==> src/sv/assert_macros.svh <==
// ----------------------------------------------------------------------------
// Assertion macros
// Shorthand for clocked assertions on clk with reset rst_n.
// ----------------------------------------------------------------------------
`ifndef ASSERT_MACROS_SVH
`define ASSERT_MACROS_SVH
`ifndef NO_ASSERTIONS
`define ASSERT_ALWAYS(label, expr, msg) \
    label: assert property (@(posedge clk) disable iff (!rst_n) (expr)) else $error(msg);
`define ASSERT_IMPLY(label, ante, cons, msg) \
    label: assert property (@(posedge clk) disable iff (!rst_n) (ante) |-> (cons)) else $error(msg);
`else
`define ASSERT_ALWAYS(label, expr, msg)
`define ASSERT_IMPLY(label, ante, cons, msg)
`endif
`endif

==> src/sv/dts_pkg.sv <==
// ----------------------------------------------------------------------------
// dts_pkg
// Types, constants and helpers shared by the directional shading block.
// ----------------------------------------------------------------------------
package dts_pkg;

    localparam int MAX_WIDTH   = 2048;
    localparam int ADDR_W      = $clog2(MAX_WIDTH);
    localparam int QUEUE_DEPTH = 4;
    localparam int QPTR_W      = $clog2(QUEUE_DEPTH);
    localparam int QCNT_W      = $clog2(QUEUE_DEPTH + 1);

    localparam logic [2:0] REG_FRAME_WIDTH   = 3'd0;
    localparam logic [2:0] REG_FRAME_HEIGHT  = 3'd1;
    localparam logic [2:0] REG_SHADE_X_GAIN  = 3'd2;
    localparam logic [2:0] REG_SHADE_Y_GAIN  = 3'd3;
    localparam logic [2:0] REG_CONTRAST_GAIN = 3'd4;

    localparam logic KIND_PIXEL = 1'b0;
    localparam logic KIND_FLUSH = 1'b1;

    localparam logic [11:0] RST_FRAME_WIDTH   = 12'd640;
    localparam logic [15:0] RST_FRAME_HEIGHT  = 16'd480;
    localparam logic [15:0] RST_SHADE_X_GAIN  = 16'd11585;
    localparam logic [15:0] RST_SHADE_Y_GAIN  = 16'd53951;
    localparam logic [16:0] RST_CONTRAST_GAIN = 17'd32768;

    localparam logic [16:0] LUMA_R = 17'd19595;
    localparam logic [16:0] LUMA_G = 17'd38470;
    localparam logic [16:0] LUMA_B = 17'd7471;

    typedef struct packed {
        logic        kind;
        logic [7:0]  red_in;
        logic [7:0]  green_in;
        logic [7:0]  blue_in;
        logic [7:0]  alpha_in;
    } in_item_t;

    typedef struct packed {
        logic [7:0]  red_out;
        logic [7:0]  green_out;
        logic [7:0]  blue_out;
        logic [7:0]  alpha_out;
        logic        frame_last;
    } out_item_t;

    typedef struct packed {
        logic [11:0] frame_width;
        logic [15:0] frame_height;
        logic [15:0] shade_x_gain;
        logic [15:0] shade_y_gain;
        logic [16:0] contrast_gain;
    } cfg_t;

    typedef struct packed {
        logic              drain;
        logic              first;
        logic              has_right;
        logic              emit;
        logic              interior;
        logic              last;
        logic [ADDR_W-1:0] x;
        logic [31:0]       pixel;
    } dts_cmd_t;

    typedef struct packed {
        logic full;
        logic empty;
    } q_status_t;

    function automatic logic [23:0] luma(input logic [31:0] p);
        logic [24:0] sum;
        begin
            sum = 25'(p[7:0]) * 25'(LUMA_R) + 25'(p[15:8]) * 25'(LUMA_G)
                + 25'(p[23:16]) * 25'(LUMA_B);
            luma = sum[23:0];
        end
    endfunction

    function automatic logic [7:0] grey_weight(input logic [7:0] c);
        logic [8:0] dbl;
        logic [8:0] wt;
        begin
            dbl = {c, 1'b0};
            wt  = c[7] ? (9'd510 - dbl) : dbl;
            grey_weight = wt[7:0];
        end
    endfunction

    function automatic out_item_t to_out(input logic [31:0] p, input logic last);
        out_item_t o;
        begin
            o.red_out    = p[7:0];
            o.green_out  = p[15:8];
            o.blue_out   = p[23:16];
            o.alpha_out  = p[31:24];
            o.frame_last = last;
            to_out = o;
        end
    endfunction

endpackage

==> src/sv/dts_fifo.sv <==
// ----------------------------------------------------------------------------
// dts_fifo
// Short command queue between the front and back parts.
// ----------------------------------------------------------------------------
module dts_fifo import dts_pkg::*; (
    input  logic      clk,
    input  logic      rst_n,
    input  logic      push,
    input  dts_cmd_t  cmd,
    input  logic      pop,
    output dts_cmd_t  head,
    output q_status_t q_stat
);

    dts_cmd_t          mem_reg [QUEUE_DEPTH];
    logic [QPTR_W-1:0] wr_ptr_reg;
    logic [QPTR_W-1:0] rd_ptr_reg;
    logic [QCNT_W-1:0] count_reg;
    logic [QCNT_W-1:0] count_next;

    assign head         = mem_reg[rd_ptr_reg];
    assign q_stat.full  = (count_reg == QCNT_W'(QUEUE_DEPTH));
    assign q_stat.empty = (count_reg == '0);

    always_comb
    begin
        count_next = count_reg;
        if (push && !pop)
        begin
            count_next = count_reg + 1'b1;
        end
        else if (pop && !push)
        begin
            count_next = count_reg - 1'b1;
        end
    end

    always_ff @(posedge clk or negedge rst_n)
    begin
        if (!rst_n)
        begin
            wr_ptr_reg <= '0;
            rd_ptr_reg <= '0;
            count_reg  <= '0;
        end
        else
        begin
            if (push)
            begin
                wr_ptr_reg <= wr_ptr_reg + 1'b1;
            end
            if (pop)
            begin
                rd_ptr_reg <= rd_ptr_reg + 1'b1;
            end
            count_reg <= count_next;
        end
    end

    always_ff @(posedge clk)
    begin
        if (push)
        begin
            mem_reg[wr_ptr_reg] <= cmd;
        end
    end

endmodule

==> config.mk <==
export PLATFORM = sky130hd
export DESIGN_NAME = dts_fifo
export DESIGN_NICKNAME = d
export VERILOG_FILES = /design/src/sv/assert_macros.svh /design/src/sv/dts_pkg.sv /design/src/sv/dts_fifo.sv
export SDC_FILE = /design/constraint.sdc
export NUM_CORES = 1
export LEC_CHECK = 0
export BUFFER_PORTS_ARGS = -buffer_cell sky130_fd_sc_hd__buf_2
export CORE_MARGIN = 8
export CORE_UTILIZATION = 25
export DETAILED_ROUTE_END_ITERATION = 12
export GPL_TIMING_DRIVEN = 0
export SYNTH_ARGS = -nofsm -noshare
export SYNTH_HDL_FRONTEND = slang
export SYNTH_SLANG_ARGS = --single-unit
==> constraint.sdc <==
create_clock -name clk -period 5 [get_ports clk]
set_input_delay 0.75 -clock clk [delete_from_list [all_inputs] [get_ports clk]]
set_output_delay 0.75 -clock clk [all_outputs]
set_load 0.1 [all_outputs]
Yosys cells after proc, flatten, opt, wreduce, memory -nomap -nowiden
Memories as Yosys holds them, arrays and structs flattened.
Index checks and enable logic that the tools add are counted.
{"block": "word_totals", "elab_cells": 19, "ramBits": 196, "ff_bits": 7, "n_memories": 1, "out_inout_bits": 51, "input_bits": 53}
{"block": "classes", "addsub": 4, "n_eq_ne": 1, "mux": 4, "n_reduce_logical": 6}
{"name": "mem_reg", "words": 4, "word_bits": 49, "rd": 1, "rd_clocked_by_memory_dff": 0, "write_ports": 1, "line_no": "dts_fifo.sv:15", "source": "dts_cmd_t mem_reg [QUEUE_DEPTH];"}
{"cell": "two-way mux 3 bit", "n": 2}
{"cell": "adder 2 x 1 -> 2 bit, second input constant", "n": 2}
{"cell": "adder 3 x 1 -> 3 bit, second input constant", "n": 1}
{"cell": "== test 3 bit, second input constant", "n": 1}
{"cell": "zero test 3 bit", "n": 1}
{"cell": "subtractor 3 x 1 -> 3 bit, second input constant", "n": 1}
{"cell": "logical AND 1 bit", "n": 2}
{"cell": "zero test 1 bit", "n": 2}
{"cell": "two-way mux 1 bit", "n": 2}
{"cell": "nonzero test 2 bit", "n": 1}

Longest topological paths before layout
Gate-level depths: netlist of run 1.
{"block": "logic_depth", "depth_word": 4, "depth_mapped": 7, "ltp_nobuf": 7}

Least setup slack after synthesis of run 1
OpenSTA, ideal clock, no wires.
{"block": "synth_path", "path_kind": "register -> output", "startpoint": "reg count_reg[0]", "endpoint": "out q_stat[1] in the netlist's numbering", "path_buffers": 0, "required_ns": 4.250, "path_stages_with_launch": 2, "setup_slack_ns": 1.597, "arrival_ns": 2.653, "cell_sequence": "dfrtp_1 > nor3b_1"}
{"element": "from (decl)", "line_no": "dts_fifo.sv:18", "source": "logic [QCNT_W-1:0] count_reg;"}
{"element": "from (signal assigned)", "line_no": "dts_fifo.sv:56", "source": "count_reg <= count_next;"}
{"element": "to (decl)", "line_no": "dts_fifo.sv:12", "source": "output q_status_t q_stat"}

==> results of run 1 <==
-- critical path, stage by stage (launching register included) --
cell and delay [ps]:
dfrtp_1 320, clkbuf_1 240, buf_2 390, mux4_2 280
buf_2 430
-- per-layer routing --
metal	vias to the layer above	share of wire	global-route usage
met5	-	0.00087	0
met4	2	0.020	0.0250
met3	31	0.071	0.0276
met2	81	0.52	0.151
met1	1739	0.39	0.0927
li1	1500	-	-
-- worst min-delay path by stage --
stage | startpoint | end | slack (ps) | depth (start not counted)
after floorplan | rst_n | count_reg[0]$_DFFE_PN0P_ | 450 | 0
after CTS | rst_n | rd_ptr_reg[1]$_DFFE_PN0P_ | 60 | 1
after global routing | rst_n | count_reg[2]$_DFFE_PN0P_ | 60 | 1
after global placement | count_reg[2]$_DFFE_PN0P_ | count_reg[2]$_DFFE_PN0P_ | 470 | 1
final | rst_n | rd_ptr_reg[1]$_DFFE_PN0P_ | 80 | 1
after detailed placement | count_reg[2]$_DFFE_PN0P_ | count_reg[2]$_DFFE_PN0P_ | 480 | 1
-- cells in the mapped netlist (all sizes together), types with 2 or more instances --
| cell type | instances |
|---|---|
| edfxtp | 196 |
| mux4 | 49 |
| buf | 11 |
| dfrtp | 7 |
| ha | 5 |
| and2 | 4 |
| inv | 4 |
| xor2 | 4 |
| nand2 | 2 |
| xnor2 | 2 |
-- layout by cell type (no fill, tap or decap), drive strengths merged, types with 2 or more instances in the layout --
cell type and count:
inv 4, clkbuf 31, nand2 2, ha 5
and2 4, buf 118, xor2 4, edfxtp 196
clkinv 4, dfrtp 7, xnor2 2, mux4 49
-- logic make-up (layout without fill, tap and decap cells) --
| logic type | count (synthesis) | count (layout) | synth area share |
|---|---|---|---|
| multiplexers | 50 | 50 | 0.149 |
| adder cells (fa/ha/maj) | 6 | 6 | 0.0110 |
| XOR/XNOR | 6 | 6 | 0.00698 |
| AO/OA/AOI/OAI | 1 | 1 | 0.000665 |
| buffers and inverters | 16 | 159 | 0.0206 |
| AND/OR/NAND/NOR | 9 | 9 | 0.00649 |
| flip-flops | 203 | 203 | 0.806 |
-- layout make-up --
type	instances	area, µm²	share of cell area
buffer	12	140	0.0151
inverter	4	15.0	0.00162
tap	390	488	0.0527
clock buffer	30	602	0.0649
sequential	203	6060	0.654
multi-input combinational	72	1310	0.142
timing repair buffer	107	596	0.0643
clock inverter	6	53.8	0.00581
-- per-stage QoR --
stage / util / hold WS, ps
after floorplan: - / 454
after global placement: 0.288 / 474
after detailed placement: 0.291 / 479
after CTS: 0.313 / 62.2
after global routing: 0.313 / 64.8
final: 0.313 / 83.2
==> summary.txt, run 1 <==
Floorplanning
  • Core ar.: a little under 0.03 mm²
  • Initial Util: 0.254
  • Die Area: about 0.036 mm²
  • Ports: about 100
  • Die Y: roughly 190 µm
  • Die X: 189 µm
  • Core Rows: 63

Yosys
  • Synth async-reset ratio: 0.0345
  • Top_reg_cell synth: edfxtp_1
  • Post-synth EDFFs: slightly below 200
  • Post-synth cell types: 20
  • Ys Warns: 0
  • Yosys top cell area share: 0.782
  • Mapped Cells: between 200 and 300
  • Synth Register Bits: between 200 and 250
  • Post-synthesis cell area: between 0.007 and 0.008 mm²
  • Synth area leader: edfxtp_1
  • Top cells by area, synth: edfxtp_1 (78%), mux4_2 (14%), dfrtp_1 (2.3%), buf_12 (1.3%), ha_1 (0.83%)
  • Syn Area/Cell: 25.9 µm²
  • Syn nets: between 300 and 400
  • Seq/Total Area, Yosys: 0.806

Route
  • Initial DRC Count: 127
  • Vias per cell: 4.07
  • Detailed-route wire length: between 10,000 and 15,000 µm
  • ANT nets after route: 0
  • DR pass1 iterations: 4
  • Wirelength per Cell: between 15 and 20 µm
  • DRC viols: 0
  • Vias: 3,353

Final layout
  • Layout net count: between 400 and 500
  • Final instance area: roughly 0.0093 mm²
  • Antenna Cells: 0
  • Fill count: 2,909
  • Layout cells sized above 1: 0.454
  • Area Growth Syn to Fin: 23.2%
  • Max FFs per register: between 150 and 200
  • Final Non-Filler Cells: 824

Critical path
  • Req. time, crit path: about 4300 ps
  • Worst setup EP type: output pin
  • Crit Path Class: reg -> out
  • Startpoint type of the worst setup path: flip-flop
  • Depth of the worst register-to-register path: 4
  • Worst R2R Start: wr_ptr_reg[0]$_DFFE_PN0P_
  • Worst path arrival time: 2160 ps
  • Crit path to: head[40]
  • Critical Path Fanout Max: 10
  • CP Launch Point: rd_ptr_reg[1]$_DFFE_PN0P_
  • Flop2flop setup slack: around 3000 ps
  • RR Endpoint: mem_reg[0][13]$_DFFE_PP_

Placement
  • Placed cell area: between 0.008 and 0.009 mm²
  • IO Port Bufs: about 100
  • DP HPWL: 10,000 µm
  • Placer congestion estimate: 0.671
  • Cells after DPL: approximately 800
  • Dpl ws: approximately 2400 ps

Timing
  • Worst slew pin tran: 777 ps
  • Hold Vio Cnt, Final: 0
  • F_max: 343 MHz
  • Setup TNS: 0 ps
  • Final Cycle Share: 0.582
  • Layout Skew: around 9.8 ps
  • Max-slew violations: 0
  • Slew HR: 0.482
  • Final setup violation count: 0
  • RSZ-0062 raised after global routing: no
  • Final setup margin: roughly 2100 ps
  • Final Critical Period: a little under 3000 ps

Clocking
  • Clk root buf: clkbuf_16
  • CTS Buf Count: 22
  • CTS tree: done
  • Hold-fix buffers at CTS: 0
  • CTS Sinks: 203
  • Worst-path clk slew: 50 ps
  • Post-CTS Setup Inserts: 0
  • H-tree depth: 1
  • Worst-Skew Late Latency: 500 ps
  • CTS Buffer Depth: 3
  • Post-CTS sizing: 0

Global routing
  • Vias in the first global route: slightly below 4,000
  • First-pass GRT wire length: approximately 23,000 µm
  • Initial antenna violation count: 1
  • GRT Util Overall: 0.0839
  • Largest net degree at the start of global routing: 26
  • Gr ovfl total: 0

Job
  • Maxcap violations: 0

Run status
  • Status: completed

Hold path
  • Worst Hold Class: in -> async
Power of run 1 is left out: the tool's default activity adds up to more than one toggle a clock period on the data nets, which glitch-free logic cannot reach.
==> run 2: changes to the inputs <==
Clock period 5 ns to 3 ns, I/O delays scaled along.
==> run 2 against run 1 <==
  * Cell count rose by 0.49%
  * Worst setup slack got worse by 1700 ps
  * Routed wire length grew 3.5%
  * Critical path depth unchanged
  * Via count grew 1.0%
  * Count of clock-buffer cells in the layout shrank 4
  * Cell area up 0.70%
  * Utilization rose by 0.22 points
  * Register-to-register slack got worse by 2000 ps
  * Critical path type unchanged
  * Highest routed layer is now met4
==> summary.txt, run 2 (synthesis results as in run 1) <==
Run status
  • Status: completed

Global routing
  • Initial antenna violation count: 0
  • Top Usage Layer GRT: met2
  • Routing usage on met2: 0.155
  • Global-route met1 utilization: 0.0961
  • First-pass GRT wire length: roughly 24,000 µm
  • Gr ovfl total: 0
  • Met3 Usage GRT: 0.0252
  • GRT Util Overall: 0.0857
  • Largest net degree at the start of global routing: 27
  • Vias in the first global route: a little under 4,000

Floorplanning
  • Die X: between 150 and 200 µm
  • Die Area: about 0.036 mm²
  • Core ar.: about 0.030 mm²
  • Die Y: about 190 µm
  • Ports: 104
  • Core Rows: 63
  • Initial Util: 0.254

Critical path
  • Crit Path Class: reg -> out
  • Startpoint type of the worst setup path: flip-flop
  • Critical Path Fanout Max: 10
  • Worst setup EP type: output pin
  • Worst path arrival time: 2210 ps
  • Family with the most delay on the worst path: buffers and inverters
  • Worst-path cell chain: clkbuf_1, buf_2, mux4_2, buf_2
  • CP max-delay cell: buf_2
  • CP most frequent cell: buf_2
  • Slowest stage delay, CP: roughly 440 ps
  • Worst Path Buf+Inv: 3
  • Req. time, crit path: roughly 2600 ps

Timing
  • Final Cycle Share: 0.885
  • Slew HR: 0.498
  • Worst slew pin tran: between 700 and 800 ps
  • RSZ-0062 raised after global routing: no
  • Layout Skew: between 10 and 15 ps
  • Max-slew violations: 0
  • Final Critical Period: approximately 2700 ps
  • F_max: 377 MHz
  • Final setup violation count: 0
  • Hold Vio Cnt, Final: 0

Job
  • Maxcap violations: 0

Final layout
  • Most frequent cells in the layout: edfxtp_1 (196), buf_2 (108), mux4_2 (48)
  • Area of the multi-input gates: 0.00132 mm²
  • Layout net count: ~480
  • Area Growth Syn to Fin: 24.0%
  • Layout Utilization: 0.315
  • Register cell area after layout: between 0.006 and 0.007 mm²
  • Max FFs per register: 196
  • Leading cell type in the layout, fill and taps excluded: edfxtp_1
  • Antenna Cells: 0
  • Fill count: between 2,000 and 3,000
  • Layout cells sized above 1: 0.473

Clocking
  • CTS Buf Count: 23
  • CTS Buffer Depth: 3
  • Post-CTS Setup Inserts: 0
  • Post-CTS sizing: 0
  • Worst-path clk slew: 60 ps
  • Clk root buf: clkbuf_16
  • CTS tree: done
  • H-tree depth: 1
  • CTS Sinks: ~200
  • Worst-Skew Late Latency: 490 ps

Hold path
  • Worst Hold Class: in -> reg

Placement
  • DP HPWL: roughly 10,000 µm
  • Placer congestion estimate: 0.627
  • IO Port Bufs: approximately 100

Route
  • Wirelength per Cell: between 15 and 20 µm
  • Vias per cell: a little over 4
  • ANT nets after route: 0
  • Detailed-route wire length: 15,500 µm
  • Vias: 3,387
  • Initial DRC Count: 112
  • DR pass1 iterations: 4
  • DRC viols: 0
[run 2: changes by cell type in the layout (fill, tap and decap cells not counted)]
cell / delta
bufinv_16: +1
clkinvlp_4: +1
clkinv_1: -2
clkinv_2: +7
nor3b_1: -1
clkbuf_1: -4
dlygate4sd3_1: +1
nor3b_2: +1
[run 2: cell type report]
type                       count  share of cell area
buffer                        12              0.0150
clock buffer                  26              0.0629
clock inverter                13              0.0127
inverter                       4             0.00161
multi-input combinational     72               0.141
sequential                   203               0.649
tap                          390              0.0523
timing repair buffer         108              0.0649
[run 2: per-stage QoR]
step | area [µm²] | setup TNS (ps) | hold slack, ps | cells | worst slack, ps
detailed placement | 8620 | 0 | 289 | 788 | 743
floorplan | 7530 | 0 | 154 | 291 | 35.8
CTS | 9330 | 0 | 135 | 828 | 196
finish | 9330 | 0 | 168 | 828 | 344
global placement | 8530 | -30950 | 287 | 784 | -169
global route | 9330 | 0 | 144 | 828 | 145
[run 2: path summary, 6_finish.rpt]
kind,end,cells past startpoint,startpoint,slack (ps)
worst max register to register,mem_reg[0][3]$_DFFE_PP_,4,wr_ptr_reg[0]$_DFFE_PN0P_,1080
max in group asynchronous,wr_ptr_reg[1]$_DFFE_PN0P_,2,rst_n,2520
worst min register to register,count_reg[2]$_DFFE_PN0P_,1,count_reg[2]$_DFFE_PN0P_,500
min in group asynchronous,wr_ptr_reg[0]$_DFFE_PN0P_,2,rst_n,320
worst min-delay path,mem_reg[2][27]$_DFFE_PP_,1,cmd[27],170
worst max-delay path,head[39],4,rd_ptr_reg[1]$_DFFE_PN0P_,340
[run 2: metal layers]
| metal | vias up | wire length, µm |
|---|---|---|
| li1 | 1496 | - |
| met1 | 1774 | 6160 |
| met2 | 90 | 7970 |
| met3 | 27 | 909 |
| met4 | 0 | 415 |
| met5 | - | 0 |
[run 2: repair_timing]
item,4_1_cts,5_1_grt
hold buffers,1,0
endpoints found under the hold margin,7,0
endpoints found under the setup margin,0,0
[run 2: worst register-to-register path: cells and delay by family, from the launching register on]
family | cells | cell delay [ps]
adder cells (fa/ha/maj) | 1 | 140
buffers and inverters | 2 | 390
flip-flops | 1 | 420
AND/OR/NAND/NOR | 1 | 630
Power of run 2 is left out for the same reason.
