--- config.mk ---
export PLATFORM = sky130hd
export DESIGN_NAME = dts_front
export DESIGN_NICKNAME = d
export VERILOG_FILES = /design/src/sv/assert_macros.svh /design/src/sv/dts_pkg.sv /design/src/sv/dts_front.sv
export SDC_FILE = /design/constraint.sdc
export NUM_CORES = 1
export LEC_CHECK = 0
export ABC_AREA = 1
export BUFFER_PORTS_ARGS = -buffer_cell sky130_fd_sc_hd__buf_2
export CORE_UTILIZATION = 50
export CTS_BUF_LIST = sky130_fd_sc_hd__clkbuf_8
export DETAILED_ROUTE_END_ITERATION = 7
export GPL_TIMING_DRIVEN = 0
export HOLD_SLACK_MARGIN = 0.05
export PLACE_DENSITY = 0.8
export SETUP_SLACK_MARGIN = 0.5
export SLEW_MARGIN = 20
export SYNTH_ARGS = -nofsm -noshare
export SYNTH_HDL_FRONTEND = slang
export SYNTH_SLANG_ARGS = --single-unit
--- constraint.sdc ---
create_clock -name clk -period 4.9 [get_ports clk]
set_input_delay 0.245 -clock clk [delete_from_list [all_inputs] [get_ports clk]]
set_output_delay 0.245 -clock clk [all_outputs]
set_load 0.1 [all_outputs]
--- src/sv/assert_macros.svh ---
// ----------------------------------------------------------------------------
// Assertion macros
// Shorthand for clocked assertions on clk with reset rst_n.
// ----------------------------------------------------------------------------
`ifndef ASSERT_MACROS_SVH
`define ASSERT_MACROS_SVH
`ifndef NO_ASSERTIONS
`define ASSERT_ALWAYS(label, expr, msg) \
    label: assert property (@(posedge clk) disable iff (!rst_n) (expr)) else $error(msg);
`define ASSERT_IMPLY(label, ante, cons, msg) \
    label: assert property (@(posedge clk) disable iff (!rst_n) (ante) |-> (cons)) else $error(msg);
`else
`define ASSERT_ALWAYS(label, expr, msg)
`define ASSERT_IMPLY(label, ante, cons, msg)
`endif
`endif

--- src/sv/dts_pkg.sv ---
// ----------------------------------------------------------------------------
// dts_pkg
// Types, constants and helpers shared by the directional shading block.
// ----------------------------------------------------------------------------
package dts_pkg;

    localparam int MAX_WIDTH   = 2048;
    localparam int ADDR_W      = $clog2(MAX_WIDTH);
    localparam int QUEUE_DEPTH = 4;
    localparam int QPTR_W      = $clog2(QUEUE_DEPTH);
    localparam int QCNT_W      = $clog2(QUEUE_DEPTH + 1);

    localparam logic [2:0] REG_FRAME_WIDTH   = 3'd0;
    localparam logic [2:0] REG_FRAME_HEIGHT  = 3'd1;
    localparam logic [2:0] REG_SHADE_X_GAIN  = 3'd2;
    localparam logic [2:0] REG_SHADE_Y_GAIN  = 3'd3;
    localparam logic [2:0] REG_CONTRAST_GAIN = 3'd4;

    localparam logic KIND_PIXEL = 1'b0;
    localparam logic KIND_FLUSH = 1'b1;

    localparam logic [11:0] RST_FRAME_WIDTH   = 12'd640;
    localparam logic [15:0] RST_FRAME_HEIGHT  = 16'd480;
    localparam logic [15:0] RST_SHADE_X_GAIN  = 16'd11585;
    localparam logic [15:0] RST_SHADE_Y_GAIN  = 16'd53951;
    localparam logic [16:0] RST_CONTRAST_GAIN = 17'd32768;

    localparam logic [16:0] LUMA_R = 17'd19595;
    localparam logic [16:0] LUMA_G = 17'd38470;
    localparam logic [16:0] LUMA_B = 17'd7471;

    typedef struct packed {
        logic        kind;
        logic [7:0]  red_in;
        logic [7:0]  green_in;
        logic [7:0]  blue_in;
        logic [7:0]  alpha_in;
    } in_item_t;

    typedef struct packed {
        logic [7:0]  red_out;
        logic [7:0]  green_out;
        logic [7:0]  blue_out;
        logic [7:0]  alpha_out;
        logic        frame_last;
    } out_item_t;

    typedef struct packed {
        logic [11:0] frame_width;
        logic [15:0] frame_height;
        logic [15:0] shade_x_gain;
        logic [15:0] shade_y_gain;
        logic [16:0] contrast_gain;
    } cfg_t;

    typedef struct packed {
        logic              drain;
        logic              first;
        logic              has_right;
        logic              emit;
        logic              interior;
        logic              last;
        logic [ADDR_W-1:0] x;
        logic [31:0]       pixel;
    } dts_cmd_t;

    typedef struct packed {
        logic full;
        logic empty;
    } q_status_t;

    function automatic logic [23:0] luma(input logic [31:0] p);
        logic [24:0] sum;
        begin
            sum = 25'(p[7:0]) * 25'(LUMA_R) + 25'(p[15:8]) * 25'(LUMA_G)
                + 25'(p[23:16]) * 25'(LUMA_B);
            luma = sum[23:0];
        end
    endfunction

    function automatic logic [7:0] grey_weight(input logic [7:0] c);
        logic [8:0] dbl;
        logic [8:0] wt;
        begin
            dbl = {c, 1'b0};
            wt  = c[7] ? (9'd510 - dbl) : dbl;
            grey_weight = wt[7:0];
        end
    endfunction

    function automatic out_item_t to_out(input logic [31:0] p, input logic last);
        out_item_t o;
        begin
            o.red_out    = p[7:0];
            o.green_out  = p[15:8];
            o.blue_out   = p[23:16];
            o.alpha_out  = p[31:24];
            o.frame_last = last;
            to_out = o;
        end
    endfunction

endpackage

--- src/sv/dts_front.sv ---
// ----------------------------------------------------------------------------
// dts_front
// Accepts input words, tracks frame position and queues pixel and drain work.
// ----------------------------------------------------------------------------
module dts_front import dts_pkg::*; (
    input  logic      clk,
    input  logic      rst_n,
    input  cfg_t      cfg,
    input  logic      pixel_valid,
    output logic      pixel_stall,
    input  in_item_t  pixel,
    input  q_status_t q_stat,
    output logic      push,
    output dts_cmd_t  cmd
);

    logic [ADDR_W-1:0] col_reg;
    logic [ADDR_W-1:0] col_next;
    logic [15:0]       row_reg;
    logic [15:0]       row_next;
    logic [ADDR_W-1:0] drain_reg;
    logic [ADDR_W-1:0] drain_next;

    logic [ADDR_W:0]   w_eff;
    logic [ADDR_W:0]   w_m1;
    logic [15:0]       h_eff;
    logic [15:0]       row_p1;
    logic              accept;
    logic              draining;
    logic [ADDR_W-1:0] px_x;
    logic [ADDR_W:0]   px_x_p1;
    logic              px_last;
    logic [ADDR_W-1:0] dr_x;
    logic [ADDR_W:0]   dr_x_p1;
    logic              dr_last;

    always_comb
    begin
        if (cfg.frame_width == '0)
        begin
            w_eff = (ADDR_W+1)'(1);
        end
        else if (cfg.frame_width > 12'(MAX_WIDTH))
        begin
            w_eff = (ADDR_W+1)'(MAX_WIDTH);
        end
        else
        begin
            w_eff = (ADDR_W+1)'(cfg.frame_width);
        end
    end

    assign w_m1     = w_eff - 1'b1;
    assign h_eff    = (cfg.frame_height == '0) ? 16'd1 : cfg.frame_height;
    assign row_p1   = row_reg + 16'd1;
    assign draining = (row_reg >= h_eff);

    assign px_x    = ({1'b0, col_reg} >= w_eff) ? w_m1[ADDR_W-1:0] : col_reg;
    assign px_x_p1 = {1'b0, px_x} + 1'b1;
    assign px_last = (px_x_p1 >= w_eff);
    assign dr_x    = ({1'b0, drain_reg} >= w_eff) ? w_m1[ADDR_W-1:0] : drain_reg;
    assign dr_x_p1 = {1'b0, dr_x} + 1'b1;
    assign dr_last = (dr_x_p1 >= w_eff);

    assign pixel_stall = q_stat.full;
    assign accept      = pixel_valid && !q_stat.full;
    assign push        = accept && ((pixel.kind == KIND_FLUSH) ? draining : !draining);

    always_comb
    begin
        cmd.drain     = (pixel.kind == KIND_FLUSH);
        cmd.first     = (px_x == '0);
        cmd.has_right = !px_last;
        cmd.emit      = (row_reg >= 16'd1);
        cmd.interior  = (row_reg >= 16'd2) && (px_x != '0) && !px_last;
        cmd.last      = dr_last;
        cmd.x         = (pixel.kind == KIND_FLUSH) ? dr_x : px_x;
        cmd.pixel     = {pixel.alpha_in, pixel.blue_in, pixel.green_in, pixel.red_in};
    end

    always_comb
    begin
        col_next   = col_reg;
        row_next   = row_reg;
        drain_next = drain_reg;
        if (push)
        begin
            if (pixel.kind == KIND_FLUSH)
            begin
                if (dr_last)
                begin
                    drain_next = '0;
                    row_next   = '0;
                    col_next   = '0;
                end
                else
                begin
                    drain_next = dr_x_p1[ADDR_W-1:0];
                end
            end
            else if (px_last)
            begin
                col_next = '0;
                row_next = row_p1;
                if (row_p1 >= h_eff)
                begin
                    drain_next = '0;
                end
            end
            else
            begin
                col_next = px_x_p1[ADDR_W-1:0];
            end
        end
    end

    always_ff @(posedge clk or negedge rst_n)
    begin
        if (!rst_n)
        begin
            col_reg   <= '0;
            row_reg   <= '0;
            drain_reg <= '0;
        end
        else
        begin
            col_reg   <= col_next;
            row_reg   <= row_next;
            drain_reg <= drain_next;
        end
    end

endmodule

==> Word-level counts from Yosys, hierarchy flattened <==
Index checks and enable logic that the tools add are counted.
Widths: inputs -> output; s select.
{ "totals": {"register_bits": 38, "out_inout_bits": 51, "in_bits": 115, "elab_cells": 50} }
{ "classes": {"reduce_logical": 16, "eq_ne": 1, "addsub": 4, "mux": 17, "order_cmp": 9} }
{ "op_table": {"columns": ["op", "count"], "rows": [
  ["$mux 11", 10],
  ["$mux 16", 4],
  ["$ge 16x16->1", 2],
  ["$add 11x1->12 const B", 2],
  ["$ge 11x12->1", 2],
  ["$ge 12x12->1", 2],
  ["$mux 12", 2],
  ["$add 16x1->16 const B", 1],
  ["$ge 16x1->1 const B", 1],
  ["$ge 16x2->1 const B", 1],
  ["$logic_not 16->1", 1],
  ["$gt 12x12->1 const B", 1],
  ["$logic_not 12->1", 1],
  ["$logic_not 11->1", 1],
  ["$reduce_bool 11->1", 1],
  ["$sub 11x1->11 const B", 1],
  ["$reduce_and 3->1", 2],
  ["$logic_and 1x1->1", 4],
  ["$reduce_bool 2->1", 2],
  ["$logic_not 1->1", 3],
  ["$ne 2x1->1 const B", 1],
  ["$reduce_and 2->1", 1],
  ["$mux 1", 1]
]} }

==> Longest topological paths before layout <==
Gate-level depths: netlist (run 1).
{ "logic_depth": {"ltp_word": 9, "depth_mapped": 37, "mapped_depth_nobuf": 36} }

==> Worst setup path after synthesis (run 1) <==
Ideal clock, no wire load.
{ "synth_path": {"path_kind": "input-to-output", "start": "input cfg[75] in the netlist's numbering", "end": "output cmd[44] in the netlist's numbering", "path_buffers": 1, "arrival_time_ps": 5395, "required_time_ps": 4655, "cell_stages": 29, "setup_slack_ps": -740, "path_cell_list": "nor3_1 nand2_2 nand2_4 buf_6 nand2_1 ha_1 nand2_1 inv_1 nand2_1 a21oi_1 nor2_1 nand3_2 inv_2 o21ai_2 nor2_2 nand3_1 nor2_2 nand3_1 nand2_1 inv_1 ha_1 a21o_1 nand3_1 nand2_1 a21oi_1 nand3_1 inv_1 nand2_1 nor2_1"} }
{ "synth_rtl": {"columns": ["element", "line", "text"], "rows": [
  ["from (decl)", "dts_front.sv:8", "input cfg_t cfg,"],
  ["to (decl)", "dts_front.sv:14", "output dts_cmd_t cmd"]
]} }

==> out/qor.csv, run 1 <==
metric,value,unit
P_int,2.04,mW
most numerous cell in the Yosys netlist,nand2_1,
gpl congestion,0.905,
Place WS,-0.931,ns
worst vdd ir,575,µV
LEAKAGE,3.89,nW
status,"finished, final reports clean",
Rel. slew slack,0.304,
vias,5988,
worst skew pair latency,0.32,ns
total wire length,17100,µm
final net count,1145,
PwrDens,699,mW/mm²
max reg flops,16,
Die Y,106,µm
fin worst setup slack,0.242,ns
"CP delay by family, top",simple AND/OR/NAND/NOR gates,
period utilization,0.951,
Die Wd,106,µm
Die Area,0.0111,mm²
sequential-to-total area share from yosys stat,0.177,
Hold Fails Final Rpt,0,
footprint of the multi-input gates,0.00436,mm²
slowest stage cell on the critical path,ha_1,
vias in the first global route,5549,
TritonCTS Buffers,5,
Crit. End Element,primary output,
CTS tree,done,
max cap viols,0,
unrepaired setup endpoints after global routing,yes,
hold buffer count at CTS,0,
top_reg_cell synth,dfrtp_1,
drt wl/cell,15.8,µm
CTS root buffer,clkbuf_8,
Syn Std Cell Area,0.00536,mm²
fraction of layout cells with a size suffix above 1,0.349,
Post-synth top cells,"184 x nand2_1, 123 x inv_1, 86 x ha_1, 65 x nand3_1, 53 x o21ai_0",
# rows,37,
post-DP HPWL,11300,µm
Synth warnings,0,
Synth async-reset ratio,1.00,
skew final,0.0186,ns
Yosys top cell area share,0.201,
WHS,0.0513,ns
clk sink count,38,
Antenna Nets Post-Route,0,
Seq pwr share,0.121,
Starting DRT DRC Count,406,
crit path time final,4.66,ns
vias per std cell,5.54,
GRT Util Overall,0.278,
Netlist cell types,47,
CP Class,primary input to primary output,
# fillers,796,
io pins,166,
CP max FO,8,
"Clk pin slew, worst setup/hold paths",0.10,ns
synthesized flop and latch total,38,
H-tree depth,2,
Core Region,0.0104,mm²
CP max stage delay,0.30,ns
largest net degree at the start of global routing,39,
Slew @ Worst Pin,1.03,ns
Mean Syn Cell Area,6.71,µm²
Final Max Slew Viols,0,
Post-DP Area,0.00614,mm²
fmax,0.215,GHz
I/O Buffers,83,
initial antenna violation count,0,
Initial Util,0.517,
Post-synth EDFFs,0,
worst hold path type,primary input to asynchronous set/reset pin,
Mapped Nets,999,
Sw Ratio,0.606,
synth top area cells,"ha_1 20%, dfrtp_1 18%, nand2_1 13%",
Clk pwr share,0.055,
Cells after Synth,798,
Worst Setup Start Kind,primary input,
design area,0.00740,mm²
"Data required, critical path",4.66,ns
drt drc,0,
grt ovf,0,
1st-pass router iterations,5,
Final Core Density,0.714,
WP data arrival,4.41,ns
combinational share of power,0.824,
largest area contributor in the netlist,ha_1,
first-pass GRT wire length,24500,µm
worst-case clock buffer depth,2,
# setup viols final,0,
register area,951,µm²
Psw,3.14,mW
antenna diode count,0,
Worst Path Buf+Inv,8,
area grow syn2layout,38.1,%
metrics by stage:
step,power [mW],std cells,setup TNS [ns]
3_5_place_dp,4.03,1017,-17.98
3_3_place_gp,3.95,1017,-15.72
6_report,5.17,1081,0
5_1_grt,5.55,1081,0
4_1_cts,4.68,1058,0
2_1_floorplan,3.38,798,-0.349
cells by family after synthesis:
kind of cell             synth area share
flip-flops                          0.177
adder cells (fa/ha/maj)             0.201
buffers and inverters               0.147
AO/OA/AOI/OAI                       0.130
AND/OR/NAND/NOR                     0.311
XOR/XNOR                           0.0327
area by class of cell:
cell class	instances	share of cell area
Buffer	46	0.0475
Clock buffer	5	0.00930
Clock inverter	3	0.00609
Inverter	126	0.0654
Multi-Input combinational cell	588	0.590
Sequential cell	38	0.128
Tap cell	136	0.0230
Timing Repair Buffer	139	0.131
final timing paths:
check                                     startpoint                         to  slack [ns]  cells past startpoint
setup reg to reg              col_reg[8]$_DFFE_PN0P_     row_reg[7]$_DFFE_PN0P_        0.73                     25
hold / removal                                 rst_n   drain_reg[9]$_DFFE_PN0P_        0.05                      1
min in group clk           drain_reg[10]$_DFFE_PN0P_  drain_reg[10]$_DFFE_PN0P_        0.54                      2
hold reg to reg            drain_reg[10]$_DFFE_PN0P_  drain_reg[10]$_DFFE_PN0P_        0.54                      2
max in group asynchronous                      rst_n     row_reg[0]$_DFFE_PN0P_        4.27                      1
setup / recovery                             cfg[68]                    cmd[44]        0.24                     31
worst register-to-register path: stages (launching register included):
cell	delay, ns
dfrtp_1	0.46
ha_4	0.29
nand4_1	0.17
nor3_2	0.25
nand2_2	0.11
nand3_4	0.18
nand2_4	0.07
nand2_4	0.10
ha_4	0.15
inv_2	0.04
nor2_4	0.12
nand3_4	0.11
nor2_4	0.17
nand4_1	0.16
nand2_1	0.12
inv_2	0.05
ha_4	0.28
nand2_4	0.05
nor2_4	0.16
nand3b_1	0.11
nand3_2	0.12
nor2_1	0.09
nor2_2	0.28
buf_2	0.23
nand3_1	0.09
o21ai_0	0.10
placed cells by master, fill, tap and decap left out, drive strengths merged, types with 7 or more instances in the layout:
cell      n
nand2   195
buf     183
inv     125
ha       86
nand3    69
o21ai    61
nor2     59
dfrtp    38
a21oi    35
nand4    19
xor2     18
nor3      8
clkbuf    7
timing repair:
action / 4_1_cts / 5_1_grt
resized for setup: 82 / 89
cloned: 1 / 2
endpoints found under the setup margin: 41 / 41
setup buffers: 32 / 21
pin swaps: 42 / 35
layer usage:
| layer | global-route usage | part of all wire |
|---|---|---|
| met1 | 0.310 | 0.38 |
| met2 | 0.524 | 0.52 |
| met5 | 0 | 0 |
| met3 | 0.0383 | 0.059 |
| met4 | 0.116 | 0.041 |
power groups by stage:
stage	Sequential [mW]	Clock, mW	Combinational (mW)
2_1_floorplan	0.562	0	2.82
3_3_place_gp	0.605	0	3.34
3_5_place_dp	0.601	0	3.42
4_1_cts	0.609	0.280	3.79
5_1_grt	0.649	0.294	4.61
6_report	0.626	0.286	4.26
Power figures use the tool's default switching activity.
==> run 2, diff against run 1 <==
CORE_ASPECT_RATIO = 1.5   (was not set)
HOLD_SLACK_MARGIN = 0.08   (was 0.05)
==> out/qor.csv, run 2 (synthesized netlist as in run 1, its figures left out) <==
metric,value,unit,change
status,finished with violations,,
failing checks,setup timing,,
"commonest non-fill, non-tap cell in the layout",nand2_1,,
CP max stage delay,0.37,ns,+0.07 ns
drt drc,0,,unchanged
# rows,45,,+22%
total wire length,20600,µm,+21%
final net count,1156,,+0.96%
antenna diode count,0,,unchanged
routed wl met3,1780,µm,+77%
period utilization,1.08,,+0.130
TritonCTS Buffers,5,,unchanged
unrepaired setup endpoints after global routing,yes,,
# setup viols final,39,,+39
largest net degree at the start of global routing,39,,unchanged
Core Region,0.0102,mm²,-1.2%
Worst Setup Start Kind,primary input,,
Final Core Density,0.754,,+0.0399
Antenna Nets Post-Route,0,,unchanged
Die Y,129,µm,+22%
Post-DP Area,0.00615,mm²,+0.10%
Hold Fails Final Rpt,0,,unchanged
fmax,0.189,GHz,-12%
CP max FO,8,,unchanged
vias per std cell,5.95,,+7.4%
max reg flops,16,,unchanged
most frequent cells in the layout,"148 x nand2_1, 115 x inv_1, 82 x buf_4, 73 x buf_2, 72 x ha_1",,
Final Max Slew Viols,0,,unchanged
Crit. End Element,primary output,,
CTS root buffer,clkbuf_8,,
worst hold path type,primary input to asynchronous set/reset pin,,
CP Class,primary input to primary output,,
register area,951,µm²,unchanged
worst-case clock buffer depth,2,,unchanged
WL met2,10300,µm,+16%
CP Launch Point,cfg[65],,
Starting DRT DRC Count,564,,+39%
"Clk pin slew, worst setup/hold paths",0.09,ns,about the same
Slew @ Worst Pin,1.04,ns,+0.0109 ns
most frequent CP cell,nor2_4,,
post-DP HPWL,11900,µm,+5.1%
R2R cell count,29,,+16%
vias in the first global route,5982,,+7.8%
WP data arrival,5.05,ns,+0.64 ns
"Data required, critical path",4.66,ns,about the same
R2R Setup Slk,0.21,ns,-0.52 ns
PwrDens,724,mW/mm²,+3.6%
FF-to-FF Start,col_reg[10]$_DFFE_PN0P_,,
io pins,166,,unchanged
vias,6525,,+9.0%
1st-pass router iterations,7,,+2
# fillers,724,,-9.0%
CTS tree,done,,
fraction of layout cells with a size suffix above 1,0.388,,+0.0389
Rel. slew slack,0.297,,-0.00738
footprint of the multi-input gates,0.00448,mm²,+2.6%
grt ovf,0,,unchanged
Die Area,0.0111,mm²,about the same
top layer in use,met4,,
area grow syn2layout,44.1,%,
Die Wd,86.5,µm,-18%
fin worst setup slack,-0.393,ns,-0.635 ns
Initial Util,0.523,,+0.00618
clk sink count,38,,unchanged
worst setup path endpoint,cmd[44],,
Met1 Wirelength,6680,µm,+3.1%
crit path time final,5.29,ns,+0.635 ns
initial antenna violation count,0,,unchanged
worst vdd ir,1020,µV,+77%
max cap viols,0,,unchanged
hold buffer count at CTS,0,,unchanged
LEAKAGE,4.00,nW,+2.8%
design area,0.00772,mm²,+4.3%
skew final,0.00486,ns,-0.0138 ns
first-pass GRT wire length,27400,µm,+12%
worst skew pair latency,0.33,ns,about the same
slowest stage cell on the critical path,nand4_1,,
H-tree depth,2,,unchanged
GRT Util Overall,0.319,,+0.0418
drt wl/cell,18.8,µm,+19%
I/O Buffers,83,,unchanged
gpl congestion,0.890,,-1.7%
reg-to-reg critical path endpoint,col_reg[10]$_DFFE_PN0P_,,
## run 2: metrics by stage
stage	hold WS (ns)	worst slack (ns)	setup TNS (ns)	total power, mW	std cells
floorplan	-0.0506	-0.349	-0.349	3.38	798
global placement	0.412	-0.966	-18.60	3.98	1022
finish	0.0623	-0.393	-4.87	5.59	1097
global route	0.119	-0.537	-14.52	5.93	1097
CTS	0.0882	0.394	0	4.97	1084
detailed placement	0.430	-1.05	-21.45	4.07	1022
## run 2: area by class of cell
cell class,instances,area share
multi-input combinational,588,0.580
timing repair buffer,150,0.151
sequential,38,0.123
inverter,126,0.0637
buffer,46,0.0470
tap,141,0.0228
clock buffer,6,0.0107
clock inverter,2,0.00211
## run 2: metal layers
layer  vias to the layer above  global-route usage
met5                         -                   0
met4                         0               0.228
met3                       185              0.0641
met2                       479               0.590
met1                      2957               0.312
li1                       2904                   -
## run 2: worst min-delay path by stage
stage          start                        to  slack (ns)  cells past startpoint
6_report       rst_n  drain_reg[1]$_DFFE_PN0P_        0.06                      1
5_1_grt        rst_n  drain_reg[0]$_DFFE_PN0P_        0.12                      1
4_1_cts        rst_n  drain_reg[1]$_DFFE_PN0P_        0.09                      1
3_5_place_dp   rst_n    col_reg[0]$_DFFE_PN0P_        0.43                      1
3_3_place_gp   rst_n    col_reg[0]$_DFFE_PN0P_        0.41                      1
2_1_floorplan  rst_n    col_reg[0]$_DFFE_PN0P_       -0.05                      0
## run 2: timing repair
action	4_1_cts	5_1_grt
buffers inserted	52	11
resized for setup	109	137
pin swaps	55	44
cloned	2	2
endpoints found under the setup margin	41	41
## run 2: worst max-delay path, delay by kind of cell
| kind | cells | cell delay [ns] |
|---|---|---|
| buffers and inverters | 5 | 0.65 |
| AND/OR/NAND/NOR | 18 | 2.62 |
| adder cells (fa/ha/maj) | 2 | 0.55 |
| AO/OA/AOI/OAI | 5 | 0.95 |
## run 2: power breakdown
group,leakage (nW),switching [mW],total [mW],internal (mW)
registers,0.499,0.178,0.631,0.453
logic,3.45,3.10,4.70,1.60
clock network,0.0478,0.142,0.258,0.116
